===== src/design/ped_pkg.sv =====
package ped_pkg;

  // Default sizes of the coefficient bank and of the derivative store.
  localparam int unsigned MAX_DEGREE_DEF = 6;
  localparam int unsigned MAX_DERIVS_DEF = 6;

  // Fixed field widths.
  localparam int unsigned X_W    = 32;  // sample and coefficients, Q16.16
  localparam int unsigned COEF_W = 32;
  localparam int unsigned ACC_W  = 48;  // accumulators and results, Q32.16
  localparam int unsigned FRAC_W = 16;
  localparam int unsigned CNT_W  = 3;   // degree, derivative count and order
  localparam int unsigned AHI_W  = ACC_W - FRAC_W;
  localparam int unsigned SUM_W  = 66;  // full precision sum before saturation

  localparam logic signed [ACC_W-1:0] ACC_MAX = {1'b0, {(ACC_W-1){1'b1}}};
  localparam logic signed [ACC_W-1:0] ACC_MIN = {1'b1, {(ACC_W-1){1'b0}}};

  typedef struct packed {
    logic signed [X_W-1:0] sample_x;
    logic [CNT_W-1:0]      deriv_count;
  } ped_in_t;

  typedef struct packed {
    logic [CNT_W-1:0]        order;
    logic signed [ACC_W-1:0] value;
    logic                    overflow;
    logic                    last;
  } ped_out_t;

  // Phase strobes for the shared multiply-add unit.
  typedef struct packed {
    logic ld_lo;     // operand is d[j]: low partial product, keep upper half
    logic ld_hi;     // operand is d[j-1]: high partial product and addend
    logic use_coef;  // order zero adds the coefficient instead of j*d[j-1]
  } ped_mac_ctl_t;

  typedef enum logic [2:0] {
    ST_IDLE,
    ST_INIT,
    ST_RD_D,
    ST_RD_P,
    ST_MUL,
    ST_ACC,
    ST_OUT_RD,
    ST_OUT_LD
  } ped_state_e;

endpackage


===== src/design/ped_mac.sv =====
module ped_mac import ped_pkg::*; #(
  parameter int unsigned JW = 3
) (
  input  logic                     clk_i,
  input  ped_mac_ctl_t             ctl_i,
  input  logic signed [ACC_W-1:0]  opnd_i,
  input  logic signed [X_W-1:0]    x_i,
  input  logic signed [COEF_W-1:0] coef_i,
  input  logic [JW-1:0]            j_i,
  output logic signed [ACC_W-1:0]  res_o,
  output logic                     sat_o
);

  localparam int unsigned ADD_W = ACC_W + JW + 1;

  logic signed [FRAC_W:0]         a_lo;
  logic signed [X_W+FRAC_W:0]     lo_prod;
  logic signed [2*X_W-1:0]        hi_prod;
  logic signed [ADD_W-1:0]        j_prod;
  logic signed [ADD_W-1:0]        add_d;
  logic signed [SUM_W-1:0]        sum;
  logic [SUM_W-ACC_W:0]           top_bits;

  logic signed [X_W:0]            lo_q;
  logic signed [AHI_W-1:0]        ahi_q;
  logic signed [2*X_W-1:0]        hi_q;
  logic signed [ADD_W-1:0]        add_q;

  // x*d is split as (d_hi*2^16 + d_lo)*x; flooring by 2^16 then leaves
  // d_hi*x + floor(d_lo*x / 2^16), so no wide product is ever formed.
  assign a_lo    = $signed({1'b0, opnd_i[FRAC_W-1:0]});
  assign lo_prod = a_lo * x_i;
  assign hi_prod = ahi_q * x_i;
  assign j_prod  = $signed({1'b0, j_i}) * opnd_i;
  assign add_d   = ctl_i.use_coef ? {{(ADD_W-COEF_W){coef_i[COEF_W-1]}}, coef_i} : j_prod;

  always_ff @(posedge clk_i) begin
    if (ctl_i.ld_lo) begin
      lo_q  <= lo_prod[X_W+FRAC_W:FRAC_W];
      ahi_q <= opnd_i[ACC_W-1:FRAC_W];
    end
    if (ctl_i.ld_hi) begin
      hi_q  <= hi_prod;
      add_q <= add_d;
    end
  end

  assign sum      = SUM_W'(hi_q) + SUM_W'(lo_q) + SUM_W'(add_q);
  assign top_bits = sum[SUM_W-1:ACC_W-1];

  always_comb begin
    sat_o = !((&top_bits) || !(|top_bits));
    if (!sat_o) begin
      res_o = sum[ACC_W-1:0];
    end else if (sum[SUM_W-1]) begin
      res_o = ACC_MIN;
    end else begin
      res_o = ACC_MAX;
    end
  end

endmodule

===== config.mk =====
export PLATFORM = sky130hd
export DESIGN_NAME = ped_mac
export DESIGN_NICKNAME = d
export VERILOG_FILES = /design/src/design/ped_pkg.sv /design/src/design/ped_mac.sv
export SDC_FILE = /design/constraint.sdc
export NUM_CORES = 2
export LEC_CHECK = 0
export ABC_CLOCK_PERIOD_IN_PS = 19600
export BUFFER_PORTS_ARGS = -buffer_cell sky130_fd_sc_hd__buf_2
export CAP_MARGIN = 30
export CORE_AREA = 2 2 421 423
export DETAILED_ROUTE_END_ITERATION = 6
export DIE_AREA = 0 0 423 425
export HOLD_SLACK_MARGIN = 0.08
export PLACE_DENSITY = 0.53
export SLEW_MARGIN = 10
export SYNTH_ARGS = -nofsm -noshare
export SYNTH_HDL_FRONTEND = slang
export SYNTH_SLANG_ARGS = --single-unit

===== constraint.sdc =====
create_clock -name clk_i -period 19.6 [get_ports clk_i]
set_input_delay 0.98 -clock clk_i [delete_from_list [all_inputs] [get_ports clk_i]]
set_output_delay 0.98 -clock clk_i [all_outputs]
set_load 0.01 [all_outputs]

* Word-level counts from Yosys, hierarchy flattened
Index checks and enable logic that the tools add are counted.
Word-level totals: input bits 119, logic and storage cells 17, register bits 181
Cells by class: reduce and logical (&&, ||, !) cells 5, $add $sub $neg 2, $mul 3, multiplexer cells 3
Operators by type and width (number):
- 48-bit 2-to-1 mux | 2
- 65-bit by 52-bit adder with 66-bit output | 1
- 64-bit by 33-bit adder with 65-bit output | 1
- 32-bit by 32-bit multiplier with 64-bit output | 1
- 4-bit by 48-bit multiplier with 52-bit output | 1
- 52-bit 2-to-1 mux | 1
- 17-bit by 32-bit multiplier with 49-bit output | 1
- 19-bit AND reduction | 1
- 19-bit OR reduction | 1
- 1-bit zero test | 2
- 1-bit logical OR | 1

* Longest topological paths before layout
word-level depth 6, depth in mapped cells 31

* Least setup slack after synthesis
No wires, ideal clock.
path type input -> register, from input x_i[17], to register hi_q[63], data pin, stages on the path 29, data arrival time 8230 ps, setup time 260 ps, data required time 19340 ps, path buffers 2, path slack 11110 ps, cell sequence clkbuf_1 -> clkbuf_1 -> nand2_1 -> fa_1 -> fa_1 -> inv_1 -> fa_1 -> inv_1 -> fa_1 -> inv_1 -> fa_1 -> fa_1 -> fa_1 -> fa_1 -> ha_1 -> a21o_1 -> a21o_1 -> a21o_1 -> a21o_1 -> a21oi_1 -> o21ai_0 -> a22oi_1 -> o211ai_1 -> nand4b_1 -> a21oi_1 -> o41a_1 -> a211oi_1 -> o21ai_0 -> xnor2_1
On the way: longest elaborated chain between the ends 1
Ends and longest elaborated chain:
- start, declared | line ped_mac.sv:7 | input logic signed [X_W-1:0] x_i,
- 32-bit by 32-bit multiplier with 64-bit output | line ped_mac.sv:33 | assign hi_prod = ahi_q * x_i;
- named net hi_prod[63] | line ped_mac.sv:18 | logic signed [2*X_W-1:0] hi_prod;
- end signal, assigned | line ped_mac.sv:43 | hi_q <= hi_prod;
- end, declared | line ped_mac.sv:26 | logic signed [2*X_W-1:0] hi_q;
The timed path passes the listed nets, and every way through them passes these cells. A chain may end at the register's enable or synchronous reset.

* Worst setup path in the final report
from input x_i[2], to register hi_q[63], data pin
The elaborated chain is that of the path after synthesis.

==> key figures <==
Status
  • Status: completed

Timing
  • Max-slew violations: 0
  • Post-Route Setup TNS: 0 ns
  • RSZ-0062 raised after global routing: false
  • Clock skew: 0.02721 ns
  • Worst relative slew slack: 0.2848
  • Final Cycle Share: 0.4795
  • Fmax: 0.1064 GHz
  • Setup violators final: 0
  • Slew @ Worst Pin: roughly 1.1 ns
  • Post-route setup slack: 10.20 ns
  • Period minus WS final: 9.398 ns
  • Final Hold Vio Count: 0

Die
  • Die Span Y: 425 um
  • Die area: 0.1798 mm^2
  • Std-Cell Rows: 154
  • Chip Width: between 400 and 500 um
  • Initial Utilization: 0.3977
  • Placeable Area: 0.1753 mm^2
  • I/O pin count: roughly 170

Clock tree
  • CTS resizes: 0
  • TritonCTS clock tree: yes
  • Clock Pin Slew Worst Setup and Hold Paths: approximately 0.070 ns
  • Post CTS Setup Buffer Count: 0
  • Num CTS Buffers: 17
  • H-tree lvl count: 4
  • Root buf cell: clkbuf_16
  • Skew-Pair Late Insertion Delay: 0.52 ns
  • # clock sinks: 181
  • Hold_buf cts: 0
  • Deepest clock path buffer count: 2

Setup path
  • WP depth: 23
  • Arr. time, crit path: between 9 and 10 ns
  • Startpoint Class: input pin
  • Reg2Reg Setup Slack: 10.35 ns
  • Crit-path cells: buf_2 > buf_4 > nand2_1 > inv_1 > fa_1 > fa_1 > fa_1 > fa_1 > inv_1 > fa_1 > inv_1 > fa_1 > fa_1 > fa_1 > ha_1 > a21o_1 > a21o_1 > a221oi_1 > a21oi_1 > o41a_1 > a211oi_1 > o21ai_0 > xnor2_1
  • Buf/Inv on CP: 5
  • CP max-delay cell: fa_1
  • Worst reg2reg path depth: 27
  • CP top delay family: adder cells
  • Crit-path max cell delay: between 0.9 and 1 ns
  • CP max FO: 48
  • Crit path kind: in -> reg
  • Crit path capture type: flop
  • Most Frequent Cell on Critical Path: fa_1
  • WP data required: 19.84 ns

Drt
  • Via count: between 40000 and 50000
  • Starting DRC count in detailed routing: around 3200
  • Initial DRT Pass Iterations: 6
  • Wire per inst: 20.91 um
  • Via-to-Cell Ratio: approximately 5
  • DRC Markers: 0
  • Post-route ant nets: 0
  • DRT Wirelength: 202900 um

Final layout
  • Multi-input combinational cell area: 0.05649 mm^2
  • Fill cell instance count of the final layout: roughly 17000
  • Reg area: 0.005435 mm^2
  • # nets final: 9610
  • Fin area: 0.07328 mm^2
  • Post-Route Utilization: 0.4179
  • Share of cells above drive strength 1: 0.04649
  • Area growth from synthesis to layout: 5.090%

Logic synthesis
  • Mapped Cells: 7453
  • Post-synthesis sequential area ratio: 0.07794
  • Synthesis Warnings: 0
  • EDFF count, synth: between 150 and 200
  • Post-synth top area cell: fa_1
  • Syn Nets: around 10000
  • Post-synthesis cell type count: 85
  • Avg Cell Area, Syn: 9.356 um^2
  • Main synth FF type: edfxtp_1
  • Yosys reg bits: 181
  • Ys async rst share: 0
  • Synth top area share: 0.4829
  • Synth Cell Area: 0.06973 mm^2
  • Area contributors post-synth: fa_1 48%, inv_1 9.1%, ha_1 8.3%

Placement
  • Port buffer count: 167
  • Post-DP HPWL: between 150000 and 200000 um
  • Placed cell areas: about 0.073 mm^2
  • Pre-CTS setup slack: 9.700 ns
  • GP Congestion: 0.8849

Global route
  • Number of global-route vias before repair: 54030
  • Pin count of the biggest net entering global routing: 80
  • Total grt overflow: 0
  • GRT Util Overall: 0.2337
  • Initial antenna violation count: 24
  • First-pass GRT wire length: 321400 um

Hold path
  • Hold path cells: 1
  • Worst Hold Class: in -> reg

Run
  • Max cap viols: 0
-- metal layers --
layer  vias to the layer above  GRT usage  wire [um]
met5                         -          0         37
met4                         6    0.04585       3438
met3                       181    0.03701      14050
met2                      1361     0.3721      92250
met1                     26010     0.3383      93100
li1                      21900          -          -
-- stage by stage --
step                cells  hold slack [ns]
floorplan            7453           0.8030
global placement     9662            1.002
detailed placement   9664           0.9988
CTS                  9694           0.6787
global route         9699           0.7046
finish               9701           0.7133
-- worst register-to-register path, cell delays in order, from the launching register on --
cell	delay, ns
edfxtp_1	0.94
buf_4	0.45
and2_1	0.23
fa_1	0.44
fa_1	0.52
inv_1	0.05
fa_1	0.45
fa_1	0.51
inv_1	0.05
fa_1	0.55
fa_1	0.43
fa_1	0.54
fa_1	0.43
ha_1	0.45
nand4_1	0.23
nor2_1	0.27
nand3_1	0.12
a31o_2	0.23
a41o_1	0.24
a211oi_1	0.53
o211ai_1	0.28
a21oi_1	0.25
o21ai_0	0.12
a21oi_1	0.21
a21oi_1	0.13
o21bai_1	0.14
a21oi_1	0.10
xnor2_1	0.13
-- registers in the layout (all words and copies together) (netlist names) --
| name | cells |
|---|---|
| hi_q | 64 |
| add_q | 52 |
| lo_q | 33 |
| ahi_q | 32 |
-- synthesized netlist by cell type (34+ instances only) --
cell type and count:
a21o_1 116, a21oi_1 197, and2_1 805, clkbuf_1 369
edfxtp_1 181, fa_1 1682, ha_1 464, inv_1 1693
nand2_1 977, nand3_1 52, nand4_1 36, nor2_1 137
o21ai_0 137, o21bai_1 34, xnor2_1 127, xor2_1 81
-- layout by cell type (no fill, tap or decap), types with 52 or more instances in the layout --
master    count
inv_1      1693
a21oi_1     197
edfxtp_1    181
a21o_1      115
o21ai_0     137
nand2_1     977
buf_4        90
nand3_1      52
xnor2_1     127
fa_1       1682
ha_1        464
buf_2       165
nor2_1      137
xor2_1       81
and2_1      805
-- logic make-up after synthesis --
| logic type | Yosys count | share of synthesized area |
|---|---|---|
| adder cells (fa/ha/maj) | 2146 | 0.5661 |
| AND/OR/NAND/NOR | 2153 | 0.1527 |
| AO/OA/AOI/OAI | 672 | 0.06219 |
| XOR/XNOR | 208 | 0.02613 |
| buffers and inverters | 2076 | 0.1122 |
| multiplexers | 17 | 0.002727 |
| flip-flops | 181 | 0.07794 |
-- path summary, 6_finish.rpt --
kind | end | startpoint
worst max-delay path | hi_q[63]$_DFFE_PP_ | x_i[2]
worst min-delay path | ahi_q[13]$_DFFE_PP_ | opnd_i[29]
worst max register to register | hi_q[62]$_DFFE_PP_ | ahi_q[13]$_DFFE_PP_
worst min register to register | hi_q[0]$_DFFE_PP_ | ahi_q[0]$_DFFE_PP_
-- layout make-up --
cell class / instances / share of cell area
diodes: 5 / 0.0001707
clock buffers: 18 / 0.005856
clock inverters: 12 / 0.001451
inverters: 1693 / 0.08672
multi-input cells: 5196 / 0.7708
flip-flops and latches: 181 / 0.07417
well taps: 2340 / 0.03995
repair buffers: 256 / 0.02086
Power is not shown: default switching activity piles up to over one toggle a cycle in this logic, so the estimate is an artifact.
